[src/hw/rtl/bfa_pkg.sv]
`default_nettype none

package bfa_pkg;

  localparam int POOL_BYTES_DEF = 65536;
  localparam int SLOT_COUNT_DEF = 32;
  localparam int ALIGN_LOG2     = 3;
  localparam int ALIGN_BYTES    = 1 << ALIGN_LOG2;
  localparam int MAX_OWNERS     = 16;

  localparam int KIND_W     = 2;
  localparam int REQ_W      = 17;
  localparam int BOFF_W     = 16;
  localparam int OWNER_W    = 4;
  localparam int STATUS_W   = 2;
  localparam int RES_OFF_W  = 16;
  localparam int RES_SIZE_W = 17;
  localparam int MS_W       = 17;

  localparam logic [MS_W-1:0] MIN_SPLIT_RST = MS_W'(16);

  typedef enum logic [KIND_W-1:0] {
    KIND_ALLOC    = 2'd0,
    KIND_FREE     = 2'd1,
    KIND_FREE_ALL = 2'd2,
    KIND_NONE     = 2'd3
  } kind_t;

  typedef enum logic [STATUS_W-1:0] {
    ST_OK        = 2'd0,
    ST_ZERO      = 2'd1,
    ST_NO_FIT    = 2'd2,
    ST_NOT_FOUND = 2'd3
  } status_t;

  typedef enum logic [2:0] {
    S_INIT,
    S_IDLE,
    S_SCAN,
    S_CHK,
    S_TAIL,
    S_GRANT,
    S_RELEASE,
    S_DONE
  } state_t;

  // owner number folded into the owner range
  function automatic logic [OWNER_W-1:0] owner_fold(input logic [OWNER_W-1:0] v);
    logic [OWNER_W-1:0] r;
    r = v;
    for (int k = 0; k < 8; k++) begin
      if (int'(r) >= MAX_OWNERS) begin
        r = r - OWNER_W'(MAX_OWNERS);
      end
    end
    return r;
  endfunction

endpackage

`default_nettype wire

[src/hw/rtl/bfa_table.sv]
`default_nettype none

module bfa_table #(
  parameter int DEPTH = 32,
  parameter int ENT_W = 38
) (
  input  wire logic                     clk,
  input  wire logic                     wr_en,
  input  wire logic [$clog2(DEPTH)-1:0] wr_addr,
  input  wire logic [ENT_W-1:0]         wr_data,
  input  wire logic [$clog2(DEPTH)-1:0] rd_addr,
  output logic      [ENT_W-1:0]         rd_data
);

  logic [ENT_W-1:0] mem [DEPTH];

  always_ff @(posedge clk) begin
    if (wr_en) begin
      mem[wr_addr] <= wr_data;
    end
    rd_data <= mem[rd_addr];
  end

endmodule

`default_nettype wire

[src/hw/rtl/bfa_ctrl.sv]
`default_nettype none

module bfa_ctrl #(
  parameter int POOL_BYTES = 65536,
  parameter int SLOT_COUNT = 32,
  parameter int ENT_W      = 38
) (
  input  wire logic                                clk,
  input  wire logic                                rst_n,
  input  wire logic [bfa_pkg::MS_W-1:0]            min_split,
  input  wire logic                                in_valid,
  output logic                                     in_ready,
  input  wire logic [bfa_pkg::KIND_W-1:0]          in_kind,
  input  wire logic [bfa_pkg::REQ_W-1:0]           in_request_size,
  input  wire logic [bfa_pkg::BOFF_W-1:0]          in_block_offset,
  input  wire logic [bfa_pkg::OWNER_W-1:0]         in_owner,
  output logic                                     out_valid,
  input  wire logic                                out_ready,
  output logic [bfa_pkg::STATUS_W-1:0]             out_status,
  output logic [bfa_pkg::RES_OFF_W-1:0]            out_offset,
  output logic [bfa_pkg::RES_SIZE_W-1:0]           out_block_size,
  output logic [bfa_pkg::RES_SIZE_W-1:0]           out_free_left,
  output logic                                     tbl_wr_en,
  output logic [$clog2(SLOT_COUNT)-1:0]            tbl_wr_addr,
  output logic [ENT_W-1:0]                         tbl_wr_data,
  output logic [$clog2(SLOT_COUNT)-1:0]            tbl_rd_addr,
  input  wire logic [ENT_W-1:0]                    tbl_rd_data
);

  import bfa_pkg::*;

  localparam int SZ_W   = $clog2(POOL_BYTES + 1);
  localparam int OFF_W  = $clog2(POOL_BYTES);
  localparam int IDX_W  = $clog2(SLOT_COUNT);
  localparam int CNT_W  = $clog2(SLOT_COUNT + 1);
  localparam int NEED_W = REQ_W + 1;
  localparam int CW     = (SZ_W > NEED_W) ? SZ_W : NEED_W;
  localparam int SW     = ((CW > MS_W) ? CW : MS_W) + 1;
  localparam int TOW    = ((OFF_W > NEED_W) ? OFF_W : NEED_W) + 1;
  localparam int OW     = (OFF_W > BOFF_W) ? OFF_W : BOFF_W;

  state_t state_r, state_nxt;

  kind_t               kind_r, kind_nxt;
  logic [NEED_W-1:0]   need_r, need_nxt;
  logic [BOFF_W-1:0]   boff_r, boff_nxt;
  logic [OWNER_W-1:0]  own_r, own_nxt;
  logic [CNT_W-1:0]    cnt_r, cnt_nxt;
  logic [SZ_W-1:0]     free_r, free_nxt;
  logic [CNT_W-1:0]    iss_r, iss_nxt;
  logic                chk_vld_r, chk_vld_nxt;
  logic [IDX_W-1:0]    chk_idx_r, chk_idx_nxt;
  logic                found_r, found_nxt;
  logic [IDX_W-1:0]    best_idx_r, best_idx_nxt;
  logic [SZ_W-1:0]     best_size_r, best_size_nxt;
  logic [OFF_W-1:0]    best_off_r, best_off_nxt;
  logic [OWNER_W-1:0]  best_own_r, best_own_nxt;
  logic                split_r, split_nxt;
  logic [SZ_W-1:0]     acc_r, acc_nxt;
  status_t             res_status_r, res_status_nxt;
  logic [OFF_W-1:0]    res_off_r, res_off_nxt;
  logic [SZ_W-1:0]     res_size_r, res_size_nxt;

  logic                  out_valid_r, out_valid_nxt;
  logic [STATUS_W-1:0]   out_status_r, out_status_nxt;
  logic [RES_OFF_W-1:0]  out_offset_r, out_offset_nxt;
  logic [RES_SIZE_W-1:0] out_size_r, out_size_nxt;
  logic [RES_SIZE_W-1:0] out_free_r, out_free_nxt;

  logic [OFF_W-1:0]   e_off;
  logic [SZ_W-1:0]    e_size;
  logic [OWNER_W-1:0] e_own;
  logic               e_used;

  logic [NEED_W-1:0] in_need;
  logic [SW-1:0]     split_sum;
  logic [CW-1:0]     tail_size_dif;
  logic [TOW-1:0]    tail_off_sum;
  logic [SZ_W-1:0]   grant_size;
  logic              in_fire;

  assign e_off  = tbl_rd_data[OFF_W-1:0];
  assign e_size = tbl_rd_data[OFF_W +: SZ_W];
  assign e_own  = tbl_rd_data[OFF_W+SZ_W +: OWNER_W];
  assign e_used = tbl_rd_data[ENT_W-1];

  // round up to the alignment
  assign in_need = (NEED_W'(in_request_size) + NEED_W'(ALIGN_BYTES - 1))
                   & ~NEED_W'(ALIGN_BYTES - 1);

  assign split_sum     = SW'(need_r) + SW'(min_split);
  assign tail_size_dif = CW'(best_size_r) - CW'(need_r);
  assign tail_off_sum  = TOW'(best_off_r) + TOW'(need_r);
  assign grant_size    = split_r ? SZ_W'(need_r) : best_size_r;

  assign in_ready    = (state_r == S_IDLE);
  assign in_fire     = in_valid && in_ready;
  assign tbl_rd_addr = iss_r[IDX_W-1:0];

  assign out_valid      = out_valid_r;
  assign out_status     = out_status_r;
  assign out_offset     = out_offset_r;
  assign out_block_size = out_size_r;
  assign out_free_left  = out_free_r;

  always_ff @(posedge clk) begin
    if (!rst_n) begin
      state_r     <= S_INIT;
      cnt_r       <= CNT_W'(1);
      free_r      <= SZ_W'(POOL_BYTES);
      out_valid_r <= 1'b0;
      chk_vld_r   <= 1'b0;
    end else begin
      state_r     <= state_nxt;
      cnt_r       <= cnt_nxt;
      free_r      <= free_nxt;
      out_valid_r <= out_valid_nxt;
      chk_vld_r   <= chk_vld_nxt;
    end
  end

  always_ff @(posedge clk) begin
    kind_r       <= kind_nxt;
    need_r       <= need_nxt;
    boff_r       <= boff_nxt;
    own_r        <= own_nxt;
    iss_r        <= iss_nxt;
    chk_idx_r    <= chk_idx_nxt;
    found_r      <= found_nxt;
    best_idx_r   <= best_idx_nxt;
    best_size_r  <= best_size_nxt;
    best_off_r   <= best_off_nxt;
    best_own_r   <= best_own_nxt;
    split_r      <= split_nxt;
    acc_r        <= acc_nxt;
    res_status_r <= res_status_nxt;
    res_off_r    <= res_off_nxt;
    res_size_r   <= res_size_nxt;
    out_status_r <= out_status_nxt;
    out_offset_r <= out_offset_nxt;
    out_size_r   <= out_size_nxt;
    out_free_r   <= out_free_nxt;
  end

  always_comb begin
    state_nxt      = state_r;
    kind_nxt       = kind_r;
    need_nxt       = need_r;
    boff_nxt       = boff_r;
    own_nxt        = own_r;
    cnt_nxt        = cnt_r;
    free_nxt       = free_r;
    iss_nxt        = iss_r;
    chk_vld_nxt    = 1'b0;
    chk_idx_nxt    = chk_idx_r;
    found_nxt      = found_r;
    best_idx_nxt   = best_idx_r;
    best_size_nxt  = best_size_r;
    best_off_nxt   = best_off_r;
    best_own_nxt   = best_own_r;
    split_nxt      = split_r;
    acc_nxt        = acc_r;
    res_status_nxt = res_status_r;
    res_off_nxt    = res_off_r;
    res_size_nxt   = res_size_r;
    out_valid_nxt  = out_valid_r && !out_ready;
    out_status_nxt = out_status_r;
    out_offset_nxt = out_offset_r;
    out_size_nxt   = out_size_r;
    out_free_nxt   = out_free_r;
    tbl_wr_en      = 1'b0;
    tbl_wr_addr    = chk_idx_r;
    tbl_wr_data    = tbl_rd_data;

    unique case (state_r)
      S_INIT: begin
        tbl_wr_en   = 1'b1;
        tbl_wr_addr = '0;
        tbl_wr_data = {1'b0, OWNER_W'(0), SZ_W'(POOL_BYTES), OFF_W'(0)};
        state_nxt   = S_IDLE;
      end

      S_IDLE: begin
        if (in_fire) begin
          kind_nxt       = kind_t'(in_kind);
          need_nxt       = in_need;
          boff_nxt       = in_block_offset;
          own_nxt        = owner_fold(in_owner);
          iss_nxt        = '0;
          found_nxt      = 1'b0;
          acc_nxt        = '0;
          res_status_nxt = ST_OK;
          res_off_nxt    = '0;
          res_size_nxt   = '0;
          if (kind_t'(in_kind) == KIND_NONE) begin
            state_nxt = S_DONE;
          end else if (kind_t'(in_kind) == KIND_ALLOC && in_request_size == '0) begin
            res_status_nxt = ST_ZERO;
            state_nxt      = S_DONE;
          end else begin
            state_nxt = S_SCAN;
          end
        end
      end

      S_SCAN: begin
        if (iss_r < cnt_r) begin
          iss_nxt     = iss_r + CNT_W'(1);
          chk_vld_nxt = 1'b1;
          chk_idx_nxt = iss_r[IDX_W-1:0];
        end
        if (chk_vld_r) begin
          unique case (kind_r)
            KIND_ALLOC: begin
              if (!e_used && CW'(e_size) >= CW'(need_r) &&
                  (!found_r || e_size < best_size_r)) begin
                found_nxt     = 1'b1;
                best_idx_nxt  = chk_idx_r;
                best_size_nxt = e_size;
                best_off_nxt  = e_off;
              end
            end
            KIND_FREE: begin
              if (!found_r && e_used && OW'(e_off) == OW'(boff_r)) begin
                found_nxt     = 1'b1;
                best_idx_nxt  = chk_idx_r;
                best_size_nxt = e_size;
                best_off_nxt  = e_off;
                best_own_nxt  = e_own;
              end
            end
            KIND_FREE_ALL: begin
              if (e_used && e_own == own_r) begin
                tbl_wr_en   = 1'b1;
                tbl_wr_addr = chk_idx_r;
                tbl_wr_data = {1'b0, e_own, e_size, e_off};
                acc_nxt     = acc_r + e_size;
                free_nxt    = free_r + e_size;
              end
            end
            default: begin
            end
          endcase
        end else if (iss_r == cnt_r) begin
          unique case (kind_r)
            KIND_ALLOC: begin
              if (found_r) begin
                state_nxt = S_CHK;
              end else begin
                res_status_nxt = ST_NO_FIT;
                state_nxt      = S_DONE;
              end
            end
            KIND_FREE: begin
              if (found_r) begin
                state_nxt = S_RELEASE;
              end else begin
                res_status_nxt = ST_NOT_FOUND;
                state_nxt      = S_DONE;
              end
            end
            default: begin
              res_size_nxt = acc_r;
              state_nxt    = S_DONE;
            end
          endcase
        end
      end

      S_CHK: begin
        split_nxt = (SW'(best_size_r) > split_sum) && (cnt_r < CNT_W'(SLOT_COUNT));
        state_nxt = S_TAIL;
      end

      S_TAIL: begin
        if (split_r) begin
          tbl_wr_en   = 1'b1;
          tbl_wr_addr = cnt_r[IDX_W-1:0];
          tbl_wr_data = {1'b0, OWNER_W'(0), SZ_W'(tail_size_dif), OFF_W'(tail_off_sum)};
          cnt_nxt     = cnt_r + CNT_W'(1);
        end
        state_nxt = S_GRANT;
      end

      S_GRANT: begin
        tbl_wr_en    = 1'b1;
        tbl_wr_addr  = best_idx_r;
        tbl_wr_data  = {1'b1, own_r, grant_size, best_off_r};
        free_nxt     = free_r - grant_size;
        res_off_nxt  = best_off_r;
        res_size_nxt = grant_size;
        state_nxt    = S_DONE;
      end

      S_RELEASE: begin
        tbl_wr_en    = 1'b1;
        tbl_wr_addr  = best_idx_r;
        tbl_wr_data  = {1'b0, best_own_r, best_size_r, best_off_r};
        free_nxt     = free_r + best_size_r;
        res_size_nxt = best_size_r;
        state_nxt    = S_DONE;
      end

      S_DONE: begin
        if (!out_valid_r || out_ready) begin
          out_valid_nxt  = 1'b1;
          out_status_nxt = res_status_r;
          out_offset_nxt = RES_OFF_W'(res_off_r);
          out_size_nxt   = RES_SIZE_W'(res_size_r);
          out_free_nxt   = RES_SIZE_W'(free_r);
          state_nxt      = S_IDLE;
        end
      end

      default: begin
        state_nxt = S_IDLE;
      end
    endcase
  end

endmodule

`default_nettype wire

[src/hw/rtl/best_fit_block_allocator.sv]
// Best-fit block allocator over one pool, kept as a table of blocks.
// Input channel (in_valid/in_ready): one request per transfer, kind selects
// allocate, free by offset or free all blocks of an owner.
// Output channel (out_valid/out_ready): one result per request with status,
// granted or released size and the bytes still free in the pool.
// cfg_wr_en/cfg_wr_data write the split threshold; write only while idle.
// Each request walks the block table through one read port, one entry per
// cycle; free-all and searches that find nothing answer when the walk ends,
// a free adds a release step and a granted allocate adds check, tail and
// grant steps; a zero-size allocate or an unused kind skips the walk and
// answers directly. The walk covers every block in the table.
// One request is in flight at a time; in_ready is high only while idle, and
// rises in the same cycle as each result is issued.
// The result sits in an output register: a stalled receiver holds it, and a
// further request is taken meanwhile but its result waits until the first
// one is transferred.
// After reset the table is set to a single free block holding the whole
// pool in an init state, before the first request is taken.
`default_nettype none

module best_fit_block_allocator #(
  parameter int POOL_BYTES = bfa_pkg::POOL_BYTES_DEF,
  parameter int SLOT_COUNT = bfa_pkg::SLOT_COUNT_DEF
) (
  input  wire logic                             clk,
  input  wire logic                             rst_n,
  input  wire logic                             cfg_wr_en,
  input  wire logic [bfa_pkg::MS_W-1:0]         cfg_wr_data,
  input  wire logic                             in_valid,
  output logic                                  in_ready,
  input  wire logic [bfa_pkg::KIND_W-1:0]       in_kind,
  input  wire logic [bfa_pkg::REQ_W-1:0]        in_request_size,
  input  wire logic [bfa_pkg::BOFF_W-1:0]       in_block_offset,
  input  wire logic [bfa_pkg::OWNER_W-1:0]      in_owner,
  output logic                                  out_valid,
  input  wire logic                             out_ready,
  output logic [bfa_pkg::STATUS_W-1:0]          out_status,
  output logic [bfa_pkg::RES_OFF_W-1:0]         out_offset,
  output logic [bfa_pkg::RES_SIZE_W-1:0]        out_block_size,
  output logic [bfa_pkg::RES_SIZE_W-1:0]        out_free_left
);

  import bfa_pkg::*;

  localparam int SZ_W  = $clog2(POOL_BYTES + 1);
  localparam int OFF_W = $clog2(POOL_BYTES);
  localparam int IDX_W = $clog2(SLOT_COUNT);
  localparam int ENT_W = 1 + OWNER_W + SZ_W + OFF_W;

  logic [MS_W-1:0] min_split_r;

  logic             tbl_wr_en;
  logic [IDX_W-1:0] tbl_wr_addr;
  logic [ENT_W-1:0] tbl_wr_data;
  logic [IDX_W-1:0] tbl_rd_addr;
  logic [ENT_W-1:0] tbl_rd_data;

  always_ff @(posedge clk) begin
    if (!rst_n) begin
      min_split_r <= MIN_SPLIT_RST;
    end else if (cfg_wr_en) begin
      min_split_r <= cfg_wr_data;
    end
  end

  bfa_table #(
    .DEPTH (SLOT_COUNT),
    .ENT_W (ENT_W)
  ) u_table (
    .clk     (clk),
    .wr_en   (tbl_wr_en),
    .wr_addr (tbl_wr_addr),
    .wr_data (tbl_wr_data),
    .rd_addr (tbl_rd_addr),
    .rd_data (tbl_rd_data)
  );

  bfa_ctrl #(
    .POOL_BYTES (POOL_BYTES),
    .SLOT_COUNT (SLOT_COUNT),
    .ENT_W      (ENT_W)
  ) u_ctrl (
    .clk             (clk),
    .rst_n           (rst_n),
    .min_split       (min_split_r),
    .in_valid        (in_valid),
    .in_ready        (in_ready),
    .in_kind         (in_kind),
    .in_request_size (in_request_size),
    .in_block_offset (in_block_offset),
    .in_owner        (in_owner),
    .out_valid       (out_valid),
    .out_ready       (out_ready),
    .out_status      (out_status),
    .out_offset      (out_offset),
    .out_block_size  (out_block_size),
    .out_free_left   (out_free_left),
    .tbl_wr_en       (tbl_wr_en),
    .tbl_wr_addr     (tbl_wr_addr),
    .tbl_wr_data     (tbl_wr_data),
    .tbl_rd_addr     (tbl_rd_addr),
    .tbl_rd_data     (tbl_rd_data)
  );

endmodule

`default_nettype wire

[config.mk]
export PLATFORM = sky130hd
export DESIGN_NAME = best_fit_block_allocator
export DESIGN_NICKNAME = d
export VERILOG_FILES = /design/src/hw/rtl/bfa_pkg.sv /design/src/hw/rtl/bfa_table.sv /design/src/hw/rtl/bfa_ctrl.sv /design/src/hw/rtl/best_fit_block_allocator.sv
export SDC_FILE = /design/constraint.sdc
export NUM_CORES = 2
export LEC_CHECK = 0
export BUFFER_PORTS_ARGS = -buffer_cell sky130_fd_sc_hd__clkbuf_2
export CAP_MARGIN = 20
export CORE_MARGIN = 2
export CORE_UTILIZATION = 35
export CTS_BUF_LIST = sky130_fd_sc_hd__clkbuf_8
export DETAILED_ROUTE_END_ITERATION = 8
export GPL_ROUTABILITY_DRIVEN = 0
export SLEW_MARGIN = 30
export SYNTH_ARGS = -nofsm -noshare
export SYNTH_HDL_FRONTEND = slang
export SYNTH_SLANG_ARGS = --single-unit
[constraint.sdc]
create_clock -name clk -period 9.59 [get_ports clk]
set_clock_uncertainty 0.15 [all_clocks]
set_input_delay 1.918 -clock clk [delete_from_list [all_inputs] [get_ports clk]]
set_output_delay 1.918 -clock clk [all_outputs]
set_load 0.1 [all_outputs]
### Yosys cells after proc, flatten, opt, wreduce, memory -nomap -nowiden

Memories as Yosys holds them, arrays and structs flattened. A register that Yosys moved wholly into a read port is not among the register bits.
Index checks and enable logic that the tools add are counted.

* register bits after elaboration: 241
* bits in latches: 0
* bits in writable memories: 1216
* memory bits (read-only): 0
* input port bits: 61
* output and inout port bits: 54
* logic and storage cells: 183
* memories kept: 1

Memory list
* u_table.mem: words 32, bits a word 38, rd ports 1, clocked after memory_dff 1, wr ports 1, RTL line bfa_table.sv:15 `logic [ENT_W-1:0] mem [DEPTH];`

* add/sub/neg operators: 10
* multiply operators: 0
* div/mod/pow operators: 0
* $lt $le $gt $ge: 5
* equality and inequality tests: 29
* shift operators: 0
* mux-type cells: 70
* bitwise logic cells: 0
* reduce and logical (&&, ||, !) cells: 42

Operator list (number)
* 17-bit two-way mux: 13
* 38-bit case mux with 5 select lines: 1
* 38-bit two-way mux: 4
* 17-bit case mux with 2 select lines: 2
* 17-bit case mux with 4 select lines: 1
* 16-bit case mux with 2 select lines: 2
* 17-bit adder: 3
* 17-bit case mux with 3 select lines: 1
* 16-bit two-way mux: 3
* 17-bit subtractor: 2
* 3-bit two-way mux: 7
* 3-bit case mux with 7 select lines: 1
* 18-bit by 17-bit adder with 19-bit output: 1
* 17-bit by 19-bit > comparator with 1-bit output: 1
* 17-bit by 3-bit adder with 18-bit output, second input constant: 1
* 17-bit by 18-bit >= comparator with 1-bit output: 1
* 17-bit zero test: 1
* 17-bit less-than comparator: 1
* 16-bit adder: 1
* 16-bit == test: 1
* 1-bit two-way mux: 15
* 5-bit two-way mux: 3
* 5-bit case mux with 3 select lines: 1
* 5-bit AND reduction: 3
* other kinds (37): 86

### Logic depth before layout (Yosys ltp)

* word-level depth: 8
* depth in mapped cells: 19
* gate-level depth less buffers: 18

### Hierarchy

From an unflattened synthesis, not the netlist that was laid out.

* cell total of the unflattened synthesis: 4169
* area, all modules: 63537.2 µm²

By module, submodules not included
* bfa_table: instances 1, cells each 2675, area an instance 48132.4 µm², sequential area each 37275.8 µm²
* bfa_ctrl: instances 1, cells each 1440, area an instance 14755.4 µm², sequential area each 6446.2 µm²
* best_fit_block_allocator: instances 1, cells each 54, area an instance 649.4 µm², sequential area each 340.3 µm²

### Worst setup path before layout

OpenSTA, ideal clock, no wires.

* kind: register -> register
* start: register u_ctrl.need_r[4]
* end: register u_ctrl.found_r (enable)
* arrival time: 4850 ps
* required time: 9137 ps
* slack: 4287 ps
* stages on the path, launching flop included: 11
* cells stage by stage: edfxtp_1 -> inv_1 -> ha_1 -> nand4b_1 -> nor4_1 -> o311ai_1 -> a21boi_0 -> a211o_1 -> a41oi_1 -> a211oi_1 -> or2_1

* cells in the longest elaborated chain, start to end: 5

Ends and longest elaborated chain
* start, declared: RTL line bfa_ctrl.sv:45 `logic [NEED_W-1:0] need_r, need_nxt;`
* start signal, assigned: RTL line bfa_ctrl.sv:124 `need_r <= need_nxt;`
* 17-bit by 18-bit >= comparator with 1-bit output: RTL line bfa_ctrl.sv:215 `if (!e_used && CW'(e_size) >= CW'(need_r) &&`
* 1-bit logical AND (2 in series): RTL line bfa_ctrl.sv:215
* 3-bit by 2-bit inequality test with 1-bit output (no source line)
* 6-bit AND reduction (no source line)
* end signal, assigned: RTL line bfa_ctrl.sv:129 `found_r <= found_nxt;`
* end, declared: RTL line bfa_ctrl.sv:53 `logic found_r, found_nxt;`

Every way passes these cells.
A chain may end at the register's enable or synchronous reset.

### Worst setup path in the final report

* start: register u_ctrl.state_r[0]
* end: output in_ready

* cells in the longest elaborated chain, start to end: 1

Ends and longest elaborated chain
* start, declared: RTL line bfa_ctrl.sv:42 `state_t state_r, state_nxt;`
* start signal, assigned: RTL line bfa_ctrl.sv:114 `state_r <= state_nxt;`
* 3-bit by 1-bit == test with 1-bit output: RTL line bfa_ctrl.sv:96 `assign in_ready = (state_r == S_IDLE);`
* end, declared: RTL line best_fit_block_allocator.sv:30 `output logic in_ready,`

Every way passes these cells.

==> impl_metrics.json <==
{
  "status": "complete, no violations",
  "cts-root-buf": "clkbuf_8",
  "ys_warn_count": 0,
  "peakVddDrop_mv": 0.1053,
  "placed_cells": 5615,
  "rsz0062_at_grt": "false",
  "fp.coreArea_mm2": 0.1757,
  "grt_pass1_wl_mm": 232.5,
  "cts_sinks": 1495,
  "finalSetupViolCount": 0,
  "synth_area_mm2": 0.06169,
  "ys_types": 81,
  "p_leak_nw": 23.43,
  "fin_crit_ns": 5.073,
  "grt-ovfl-total": 0,
  "ys_ff_latch": 1495,
  "post_drt_wl_per_cell_um": 26.90,
  "finalNonFillerCells": 6038,
  "rows": 154,
  "detailedPlace.worstSlack_ns": 4.755,
  "dieArea_mm2": 0.1796,
  "grt_usage": 0.1789,
  "hold_viol_final": 0,
  "cts_buffers": 223,
  "arrival_ns": 3.01,
  "die_h_um": 423.8,
  "start_util": 0.3510,
  "required_ns": 7.52,
  "clk_pin_slew_ns": 0.07,
  "grt_max_degree": 139,
  "die_w_um": 423.8,
  "num_vias": 32450,
  "cts-hold-fix-buffers": 0,
  "power_density_mw_per_mm2": 206.5,
  "fin_ws_ns": 4.517,
  "ys_seq_area_frac": 0.7143,
  "final_nets": 3696,
  "h-tree-depth": 4,
  "io_buffer_count": 114,
  "clk_latency_ns": 0.97,
  "pin_count": 115,
  "drt_iter0_markers": 3694,
  "layout_common_cells": "edfxtp_1, mux4_2, clkbuf_8",
  "drcViolationCount": 0,
  "clockBufferDepth": 3,
  "post_cts_resized": 0,
  "critPathKind": "flop to output port",
  "drive_above_1_share": 0.2687,
  "async_flop_share": 0,
  "fillCellCount": 15760,
  "synth_edf_count": 1412,
  "synthFlopType": "edfxtp_1",
  "hold_class": "flop to flop",
  "slew_violations": 0,
  "finalCritPeriodShare": 0.5290,
  "cts_tree": "yes",
  "synth_cells": 3208,
  "cts_setup_buffers": 0,
  "viasPerCell": 5.375,
  "syn_area_per_cell_um2": 19.23,
  "wirelength_mm": 162.4,
  "hpwl_mm": 102.0,
  "postRouteAntennaNets": 0,
  "synth_fp_nets": 3401,
  "path_max_fanout": 20,
  "clock.fmax_mhz": 197.1,
  "finalSetupTns_ns": 0,
  "tightest_slew_ns": 1.009,
  "endpoint_kind": "output port",
  "cap_violations": 0,
  "relSlewSlack": 0.3273,
  "power.total_mw": 14.52,
  "antenna_found_initial": 9,
  "syn_to_final_growth_pct": 14.00,
  "grt_pass1_vias": 32000,
  "layout_commonest_cell": "edfxtp_1",
  "first_pass_iters": 6,
  "worst_setup_path_start_kind": "flop"
}
-- cells in the mapped netlist, types with 6 or more instances --
cell type / n / area (µm²)
mux2_2: 38 / 427.9
xor2_1: 44 / 385.4
a222oi_1: 10 / 100.1
a22o_1: 15 / 131.4
o211ai_1: 6 / 45.04
o21ai_0: 68 / 340.3
nor2_1: 109 / 409.1
xnor2_1: 65 / 569.3
buf_1: 11 / 41.29
buf_6: 6 / 67.56
mux2i_1: 40 / 400.4
nand3_1: 27 / 135.1
a31oi_1: 7 / 43.79
a21oi_1: 87 / 435.4
ha_1: 127 / 1589
mux4_2: 380 / 8558
a22oi_1: 21 / 157.7
nand2b_1: 19 / 118.9
dfxtp_1: 83 / 1662
and3_1: 32 / 200.2
o31ai_1: 8 / 60.06
o21ai_1: 12 / 60.06
edfxtp_1: 1412 / 42400
o21a_1: 16 / 120.1
nand2_1: 75 / 281.5
o22ai_1: 10 / 62.56
nor2b_1: 58 / 362.9
and2_1: 10 / 62.56
nor3_1: 30 / 150.1
or3_1: 11 / 68.82
a211oi_1: 13 / 97.59
a21o_1: 34 / 255.2
a21boi_0: 8 / 60.06
clkbuf_1: 89 / 334.1
nand4_1: 21 / 131.4
inv_1: 79 / 296.5
buf_2: 27 / 135.1
-- path summary, 6_finish.rpt --
| check | end | cells past startpoint | start | slack, ns |
|---|---|---|---|---|
| max | in_ready | 3 | u_ctrl.state_r[0] | 4.52 |
| min | u_ctrl.out_block_size[10] | 0 | u_ctrl.res_size_r[10] | 0.27 |
| max reg2reg | u_table.mem[31][26] | 8 | u_ctrl.state_r[1] | 4.67 |
| min reg2reg | u_ctrl.out_block_size[10] | 0 | u_ctrl.res_size_r[10] | 0.27 |
-- layout make-up --
cell class	instances	area [µm²]	area share
Antenna cell	3	7.507	0.0001068
Clock buffer	242	3331	0.04736
Clock inverter	175	985.9	0.01402
Inverter	82	307.8	0.004377
Multi-Input combinational cell	1494	17200	0.2445
Sequential cell	1495	44060	0.6266
Tap cell	2340	2928	0.04163
Timing Repair Buffer	207	1505	0.02140
-- per-layer routing --
layer,track usage,wire length (µm),up-vias,part of all wire
li1,-,-,13800,-
met1,0.2590,70620,17110,0.43
met2,0.2717,75400,1298,0.46
met3,0.03376,11870,248,0.073
met4,0.05913,4520,0,0.028
met5,0,0,-,0
-- stage by stage --
stage               cell area, µm²    util  hold WS [ns]
CTS                          70220  0.3996        0.2706
global placement             65730  0.3740        0.2511
detailed placement           65910  0.3751        0.2556
finish                       70320  0.4002        0.2670
global route                 70320  0.4002        0.2791
floorplan                    61690       -        0.2503
-- kinds of logic (layout without fill, tap and decap cells) --
kind of cell	Yosys count	after routing	share of synthesized area
other	0	3	0
and+or+nand+nor	421	421	0.03499
DFF	1495	1495	0.7143
xor gates and xnor gates	109	109	0.01548
buffers and inverters	219	706	0.01485
muxes	459	459	0.1523
adders and majority gates	132	132	0.02738
AOI/OAI and AO/OA	373	373	0.04067
-- state kept, by name (all words and copies together) (netlist names), 3 cells and up --
name	count
u_ctrl.best_size_r	17
u_table.rd_data	38
u_ctrl.cnt_r	6
u_ctrl.best_idx_r	5
u_ctrl.res_size_r	17
u_ctrl.out_offset	16
u_ctrl.boff_r	16
u_ctrl.acc_r	17
u_ctrl.iss_r	6
u_ctrl.out_block_size	17
min_split_r	17
u_ctrl.need_r	15
u_ctrl.state_r	3
u_table.mem	1216
u_ctrl.best_own_r	4
u_ctrl.res_off_r	16
u_ctrl.own_r	4
u_ctrl.best_off_r	16
u_ctrl.chk_idx_r	5
u_ctrl.out_free_left	17
u_ctrl.free_r	17
-- power breakdown --
part           internal, mW  switching [mW]
Clock                  2.50            2.51
Sequential             7.61           0.153
Combinational         0.611            1.14
Total                  10.7            3.80
-- critical path: stages (launching register included) --
cell and delay (ns):
dfxtp_1 0.69, nand2b_1 0.45, nor2_1 0.36, clkbuf_2 0.53
Power figures use the tool's default switching activity.
